### src/rtl/obm_pkg.sv
// Package: order book matcher types, constants and controller interface.
`timescale 1ns / 1ps
`default_nettype none
package obm_pkg;
  localparam int BookSlots = 32;
  localparam int SlotW = $clog2(BookSlots);
  localparam int CntW = $clog2(BookSlots + 1);

  localparam logic [1:0] CMD_LIMIT = 2'd0;
  localparam logic [1:0] CMD_MARKET = 2'd1;
  localparam logic [1:0] CMD_CANCEL = 2'd2;
  localparam logic [1:0] CMD_BAD = 2'd3;

  localparam logic [2:0] K_FILL = 3'd0;
  localparam logic [2:0] K_RESTED = 3'd1;
  localparam logic [2:0] K_DONE = 3'd2;
  localparam logic [2:0] K_CANCELLED = 3'd3;
  localparam logic [2:0] K_MISS = 3'd4;
  localparam logic [2:0] K_FULL = 3'd5;

  typedef enum logic [2:0] {
    ST_IDLE,
    ST_SCAN,
    ST_DECIDE,
    ST_WAIT
  } state_t;

  typedef struct packed {
    logic load;
    logic scan_start;
    logic scan_step;
    logic fill;
    logic rest;
    logic cancel_free;
    logic emit_fill;
    logic emit_status;
  } dp_cmd_t;

  typedef struct packed {
    logic       scan_done;
    logic       is_cancel;
    logic       is_bad;
    logic       can_fill;
    logic       out_busy;
  } dp_stat_t;
endpackage
`default_nettype wire

### src/rtl/obm_ctrl.sv
// Controller: sequences scan, fill, rest and status emission per command.
`timescale 1ns / 1ps
`default_nettype none
module obm_ctrl
  import obm_pkg::*;
(
  input  wire logic     clk,
  input  wire logic     rst,
  input  wire logic     in_valid,
  output logic          in_stall,
  input  wire dp_stat_t stat,
  output dp_cmd_t       cmd
);
  state_t state, state_next;

  always_ff @(posedge clk) begin
    if (rst) state <= ST_IDLE;
    else state <= state_next;
  end

  always_comb begin
    state_next = state;
    unique case (state)
      ST_IDLE: if (in_valid) state_next = ST_SCAN;
      ST_SCAN: if (stat.scan_done) state_next = ST_DECIDE;
      ST_DECIDE: if (!stat.out_busy) begin
        if (stat.is_cancel || stat.is_bad || !stat.can_fill) state_next = ST_WAIT;
        else state_next = ST_SCAN;
      end
      ST_WAIT: if (!stat.out_busy) state_next = ST_IDLE;
      default: state_next = ST_IDLE;
    endcase
  end

  always_comb begin
    cmd = '0;
    in_stall = (state != ST_IDLE);
    unique case (state)
      ST_IDLE: begin
        cmd.load = in_valid;
        cmd.scan_start = in_valid;
      end
      ST_SCAN: cmd.scan_step = 1'b1;
      ST_DECIDE: if (!stat.out_busy) begin
        if (stat.is_bad) cmd.emit_status = 1'b1;
        else if (stat.is_cancel) begin
          cmd.cancel_free = 1'b1;
          cmd.emit_status = 1'b1;
        end else if (stat.can_fill) begin
          cmd.fill = 1'b1;
          cmd.emit_fill = 1'b1;
          cmd.scan_start = 1'b1;
        end else begin
          cmd.rest = 1'b1;
          cmd.emit_status = 1'b1;
        end
      end
      default: ;
    endcase
  end

`ifndef ASSERT_OFF
  a_stall_busy: assert property (@(posedge clk) disable iff (rst)
    state != ST_IDLE |-> in_stall) else $error("accepting while busy");
  a_one_emit: assert property (@(posedge clk) disable iff (rst)
    !(cmd.emit_fill && cmd.emit_status)) else $error("double emit");
  a_fill_scan: assert property (@(posedge clk) disable iff (rst)
    cmd.fill |=> state == ST_SCAN) else $error("fill not rescanned");
`endif
endmodule
`default_nettype wire

### src/rtl/obm_datapath.sv
// Datapath: slot store, serial best-maker / cancel scan, output register.
`timescale 1ns / 1ps
`default_nettype none
module obm_datapath
  import obm_pkg::*;
(
  input  wire logic        clk,
  input  wire logic        rst,
  input  wire dp_cmd_t     cmd,
  output dp_stat_t         stat,
  input  wire logic [1:0]  in_cmd,
  input  wire logic        in_side,
  input  wire logic [31:0] in_price,
  input  wire logic [31:0] in_quantity,
  input  wire logic [31:0] in_cancel_id,
  output logic             out_valid,
  input  wire logic        out_stall,
  output logic [2:0]       kind,
  output logic [31:0]      maker_id,
  output logic [31:0]      taker_ref,
  output logic [31:0]      fill_price,
  output logic [31:0]      amount,
  output logic             last
);
  logic [BookSlots-1:0] used;
  logic                 s_side [BookSlots];
  logic [31:0]          s_price [BookSlots];
  logic [31:0]          s_amt [BookSlots];
  logic [31:0]          s_id [BookSlots];

  logic [1:0]  c_cmd;
  logic        c_side;
  logic [31:0] c_price, c_qty, c_cid, c_id, next_id;
  logic [CntW-1:0] nfill;
  logic [CntW-1:0] idx;
  logic        best_ok;
  logic [SlotW-1:0] best;
  logic [31:0] b_price, b_amt, b_id;
  logic        free_ok;
  logic [SlotW-1:0] free_idx;

  logic [SlotW-1:0] i;
  logic better, hit, price_ok;
  logic [31:0] f;
  assign i = idx[SlotW-1:0];

  always_comb begin
    hit = 1'b0;
    better = 1'b0;
    if (c_cmd == CMD_CANCEL) hit = used[i] && (s_id[i] == c_cid);
    else if (used[i] && s_side[i] != c_side) begin
      if (!best_ok) better = 1'b1;
      else if (s_price[i] == b_price) better = s_id[i] < b_id;
      else if (c_side == 1'b0) better = s_price[i] < b_price;
      else better = s_price[i] > b_price;
    end
  end

  assign price_ok = (c_cmd == CMD_MARKET) ||
                    (c_side == 1'b0 ? b_price <= c_price : b_price >= c_price);
  assign f = (c_qty < b_amt) ? c_qty : b_amt;

  always_comb begin
    stat.scan_done = (idx == CntW'(BookSlots - 1)) || (c_cmd == CMD_CANCEL && hit);
    stat.is_cancel = (c_cmd == CMD_CANCEL);
    stat.is_bad = (c_cmd == CMD_BAD);
    stat.can_fill = best_ok && price_ok && (c_qty != 32'd0) &&
                    (nfill != CntW'(BookSlots));
    stat.out_busy = out_valid && out_stall;
  end

  always_ff @(posedge clk) begin
    if (rst) begin
      used <= '0;
      next_id <= 32'd1;
      out_valid <= 1'b0;
    end else begin
      if (cmd.emit_fill || cmd.emit_status) out_valid <= 1'b1;
      else if (out_valid && !out_stall) out_valid <= 1'b0;
      if (cmd.load) begin
        c_cmd <= in_cmd; c_side <= in_side; c_price <= in_price;
        c_qty <= in_quantity; c_cid <= in_cancel_id; c_id <= next_id;
        nfill <= '0;
        if (in_cmd == CMD_LIMIT || in_cmd == CMD_MARKET) next_id <= next_id + 32'd1;
      end
      if (cmd.scan_start) begin
        idx <= '0; best_ok <= 1'b0; free_ok <= 1'b0;
      end
      if (cmd.scan_step) begin
        if (!stat.scan_done) idx <= idx + CntW'(1);
        if (hit || better) begin
          best_ok <= 1'b1; best <= i;
          b_price <= s_price[i]; b_amt <= s_amt[i]; b_id <= s_id[i];
        end
        if (!used[i] && !free_ok) begin
          free_ok <= 1'b1; free_idx <= i;
        end
      end
      if (cmd.fill) begin
        c_qty <= c_qty - f;
        nfill <= nfill + CntW'(1);
        s_amt[best] <= b_amt - f;
        if (b_amt == f) used[best] <= 1'b0;
      end
      if (cmd.emit_fill) begin
        kind <= K_FILL; maker_id <= b_id; taker_ref <= c_id;
        fill_price <= b_price; amount <= f; last <= 1'b0;
      end
      if (cmd.cancel_free && best_ok) used[best] <= 1'b0;
      if (cmd.rest && c_cmd == CMD_LIMIT && c_qty != 32'd0 && free_ok) begin
        used[free_idx] <= 1'b1;
        s_side[free_idx] <= c_side; s_price[free_idx] <= c_price;
        s_amt[free_idx] <= c_qty; s_id[free_idx] <= c_id;
      end
      if (cmd.emit_status) begin
        maker_id <= '0; fill_price <= '0; last <= 1'b1;
        if (c_cmd == CMD_BAD) begin
          kind <= K_MISS; taker_ref <= '0; amount <= '0;
        end else if (c_cmd == CMD_CANCEL) begin
          kind <= best_ok ? K_CANCELLED : K_MISS;
          taker_ref <= c_cid; amount <= '0;
        end else begin
          taker_ref <= c_id; amount <= c_qty;
          if (c_cmd == CMD_MARKET || c_qty == 32'd0) kind <= K_DONE;
          else if (free_ok) kind <= K_RESTED;
          else kind <= K_FULL;
        end
      end
    end
  end

`ifndef ASSERT_OFF
  a_hold: assert property (@(posedge clk) disable iff (rst)
    out_valid && out_stall |=> out_valid && $stable(amount)) else $error("output lost");
  a_fill_used: assert property (@(posedge clk) disable iff (rst)
    cmd.fill |-> used[best]) else $error("fill on free slot");
  a_fill_nz: assert property (@(posedge clk) disable iff (rst)
    cmd.fill |-> f != 32'd0) else $error("zero fill");
`endif
endmodule
`default_nettype wire

### src/rtl/order_book_matcher_top.sv
// Top level: order book matcher, controller plus datapath.
//  channel | signals                                   | dir
//  in      | in_valid/in_stall, cmd side price ...      | in
//  out     | out_valid/out_stall, kind maker_id ... last | out
// One command in flight at a time; each scan walks all slots, one per cycle.
// Cancel stops its scan at the first matching slot.
// Reset empties the book and sets the next id to one, no clearing pass.
// Output stalls hold the controller; the result register holds one transaction.
`timescale 1ns / 1ps
`default_nettype none
module order_book_matcher_top
  import obm_pkg::*;
(
  input  wire logic        clk,
  input  wire logic        rst,
  input  wire logic        in_valid,
  output logic             in_stall,
  input  wire logic [1:0]  cmd,
  input  wire logic        side,
  input  wire logic [31:0] price,
  input  wire logic [31:0] quantity,
  input  wire logic [31:0] cancel_id,
  output logic             out_valid,
  input  wire logic        out_stall,
  output logic [2:0]       kind,
  output logic [31:0]      maker_id,
  output logic [31:0]      taker_ref,
  output logic [31:0]      fill_price,
  output logic [31:0]      amount,
  output logic             last
);
  dp_cmd_t  dcmd;
  dp_stat_t dstat;

  obm_ctrl u_ctrl (
    .clk, .rst, .in_valid, .in_stall, .stat(dstat), .cmd(dcmd)
  );

  obm_datapath u_dp (
    .clk, .rst, .cmd(dcmd), .stat(dstat),
    .in_cmd(cmd), .in_side(side), .in_price(price), .in_quantity(quantity),
    .in_cancel_id(cancel_id), .out_valid, .out_stall, .kind, .maker_id,
    .taker_ref, .fill_price, .amount, .last
  );
endmodule
`default_nettype wire
### config.mk
export PLATFORM = sky130hd
export DESIGN_NAME = order_book_matcher_top
export DESIGN_NICKNAME = d
export VERILOG_FILES = /design/src/rtl/obm_pkg.sv /design/src/rtl/obm_ctrl.sv /design/src/rtl/obm_datapath.sv /design/src/rtl/order_book_matcher_top.sv
export SDC_FILE = /design/constraint.sdc
export NUM_CORES = 2
export LEC_CHECK = 0
export BUFFER_PORTS_ARGS = -buffer_cell sky130_fd_sc_hd__clkbuf_2
export CAP_MARGIN = 5
export CORE_ASPECT_RATIO = 1.4
export CORE_MARGIN = 4
export CORE_UTILIZATION = 60
export CTS_BUF_LIST = sky130_fd_sc_hd__clkbuf_16
export DETAILED_ROUTE_END_ITERATION = 12
export PLACE_DENSITY_LB_ADDON = 0.08
export RECOVER_POWER = 25
export SYNTH_ARGS = -nofsm -noshare
export SYNTH_HDL_FRONTEND = slang
export SYNTH_SLANG_ARGS = --single-unit
### constraint.sdc
create_clock -name clk -period 17.43 [get_ports clk]
set_clock_uncertainty 0.05 [all_clocks]
set_input_delay 0 -clock clk [delete_from_list [all_inputs] [get_ports clk]]
set_output_delay 0 -clock clk [all_outputs]
set_load 0.03 [all_outputs]
==> results.md <==
* Pint at 14700 uW
* # hold bufs at CTS at roughly 200
* Outcome: finished, violations left
* Clock power frac at around 38%
* CORE AREA at 236300 um2
* Dpl hpwl at roughly 220 mm
* Cells after Synth at ~7000
* Starting density of the core at approximately three fifths
* Critical path startpoint category: flip-flop
* Layout cells sized above 1 at between 20% and 30%
* Clock buffer depth at 4
* Arr. time, crit path at 9.11 ns
* Post-Syn Area at between 100000 and 150000 um2
* CP Class: reg -> reg
* Largest cells by area after synthesis: edfxtp_1 73%, mux4_2 13%, ha_1 1.7%
* Switch Pwr at 4600 uW
* Hold Crit Class: in -> reg
* VDD IR max at about 110 uV
* Yosys warns at 0
* Routability cong. at 0.8757
* Yosys top cell area share at 73.45%
* Synth cell count leaders: 3487 x edfxtp_1, 839 x mux4_2, 270 x nand2_1
* Num CTS Buffers at 332
* Syn_nets at 7304
* Number of synthesized flops with an enable pin at around 3500
* GR Layer Usage met2 at 53.61%
* Met3 usage at approximately 4.2%
* Final hold violation count at 0
* Sequential share of the synthesized area at around three quarters
* Cell accounting for the most synthesized area: edfxtp_1
* Final wirelength at 381.9 mm
* Initial antenna violation count at 12
* Most frequent cell after synthesis: edfxtp_1
* Critical Path RT at ~18 ns
* Comb power frac at 12.5%
* Fin. max-slew vios at 450
* Syn_area_per_cell at 20.35 um2
* Finished Core Util at 68.11%
* Layout overhead on the synthesized area at 12.88%
* Switch share at about a quarter
* Pre-antenna DRT Iters at 6
* Flop pwr share at 49.9%
* Setup Total Neg Slack at 0 ns
* Rel. slew slack at -147.9%
* # rows at 211
* Htree depth at 5
* Hold slack at 0.1115 ns
* Synth Register Bits at 3559
* Final setup vio count at 0
* IO Pins at 237
* Final Cycle Share at 49.72%
* DRC viols at 0
* Placed cell areas at between 100000 and 150000 um2
* Fin worst setup slack at 8.764 ns
* Pwr dens at between 100 and 150 nW/um2
* Peak Freq at 115.4 MHz
* Post-route ant nets at 0
* Top flop regs: u_dp.s_amt x1024, u_dp.s_id x1024, u_dp.s_price x1024
* DR vias/cell at 6.740
* Failing checks: capacitance limit, slew limit
* Grt ovf at 0
* Grt peak-use layer: met2
* DRT iter0 DRCs at 9048
* DR WL/cell at ~35 um
* GRT met1 Usage at 41.03%
* Skew-Pair Late Insertion Delay at 0.88 ns
* CTS tree: yes
* CTS sink count at 3559
* RSZ-0062 raised after global routing: false
* Clock root cell: clkbuf_16
* Die height at slightly below 600 um
* Die area at 245600 um2
* GR Util All Layers at 31.28%
* Crit Path Max Fanout at 107
* Max_cap viols at 12
* Port Buffer Count at 236
* Pre-CTS setup slack at ~8.9 ns
* Leak at 0.05241 uW
* Fin crit period at roughly 8.7 ns
* Die X at 420.0 um
* First-pass GRT wire length at around 540 mm
* Nets at 7969
* Clk slew on worst S/H paths at 0.06 ns
* Slew @ Worst Pin at 3.718 ns
* Asr flop ratio synth at 0%
* Post CTS Setup Buffer Count at 0
* Largest net degree at the start of global routing at 109
* Vias at 74385
* Main synth FF type: edfxtp_1
* Post-CTS sizing at 0
* Vias in the first global route at 75527
* Design area at around 160000 um2
* Netlist cell types at 93
* Fillers at 14921
* CP endpoint kind: flip-flop
cells in the final DEF (no fill, tap or decap), types with 20 or more instances in the layout:
cell type and instances:
o211ai_1 27, dfxtp_1 67, nor2b_1 34, nor3_1 20
o21ai_2 21, a22o_1 44, nor2_4 35, o311ai_0 20
mux2i_1 155, edfxtp_1 3487, mux2_2 60, nand4_1 38
xor2_1 64, ha_1 192, buf_4 192, xnor2_1 43
clkbuf_16 339, inv_1 233, nor2_1 172, mux4_1 29
clkbuf_1 154, clkinv_2 47, mux4_2 839, nand2b_1 33
nand3_1 93, a22oi_1 65, o22ai_1 28, and3_1 25
bufinv_16 40, nand2_1 269, clkbuf_2 110, o21ai_0 171
nor4_2 34, a21o_1 37, dlygate4sd3_1 203, a21oi_1 110
clkinv_1 72
per-stage QoR:
step,total power (uW),cells
3_5_place_dp,12200,10222
2_1_floorplan,11450,7007
5_1_grt,19900,11033
3_3_place_gp,12160,10221
6_report,19300,11037
4_1_cts,19400,11017
critical path: stages, from the launching register on:
cell,delay (ns)
dfxtp_4,0.83
buf_12,0.53
buf_4,0.68
buf_4,0.80
mux4_2,0.44
mux4_2,0.48
nand2_1,0.10
nand2_1,0.08
ha_1,0.32
a21oi_1,0.20
nor2b_1,0.08
o21ai_0,0.17
a21oi_1,0.11
o21a_1,0.18
o21ai_0,0.30
o2111ai_1,0.61
or3b_2,0.65
nand3_1,0.18
a41oi_1,0.19
nor3_2,0.18
buf_4,0.64
kinds of logic after synthesis:
group	share of synthesized area, %
adders and majority gates	1.713
and+or+nand+nor	3.045
xor gates and xnor gates	0.6573
buffers and inverters	1.655
DFF	74.46
muxes	15.38
AOI/OAI and AO/OA	3.094
power by group through the flow:
stage	clock network, uW	logic, uW	registers, uW
5_1_grt	7710	2560	9630
2_1_floorplan	0	1680	9780
3_3_place_gp	0	2360	9810
6_report	7270	2410	9630
4_1_cts	7340	2430	9630
3_5_place_dp	0	2390	9810
path summary, 6_finish.rpt:
kind                                 startpoint                      endpoint  slack (ns)  cells past startpoint
setup / recovery                      flip-flop    u_dp.b_price[19]$_DFFE_PP_        8.76                     20
hold / removal                        out_stall  u_ctrl.state[0]$_SDFFE_PP0P_        0.11                      6
setup reg to reg                      flip-flop    u_dp.b_price[19]$_DFFE_PP_        8.76                     20
hold reg to reg   u_dp.next_id[31]$_SDFFE_PP0P_       u_dp.c_id[31]$_DFFE_PP_        0.42                      0
cell type report:
type / instances / area [um2] / share of cell area, %
multi-input combinational: 2940 / 34710 / 21.57
timing repair buffer: 666 / 4733 / 2.941
tap: 3088 / 3864 / 2.401
clock inverter: 253 / 2276 / 1.414
clock buffer: 339 / 8483 / 5.271
antenna: 19 / 47.55 / 0.02954
inverter: 173 / 654.4 / 0.4066
sequential: 3559 / 106200 / 65.97
metal layers:
layer  share of wire (%)  routed length (um)
met4                 4.7               18120
met3                 8.0               30360
met2                  52              197600
met1                  36              135800
met5                   0                   0
(Power assumes the default switching activity.)
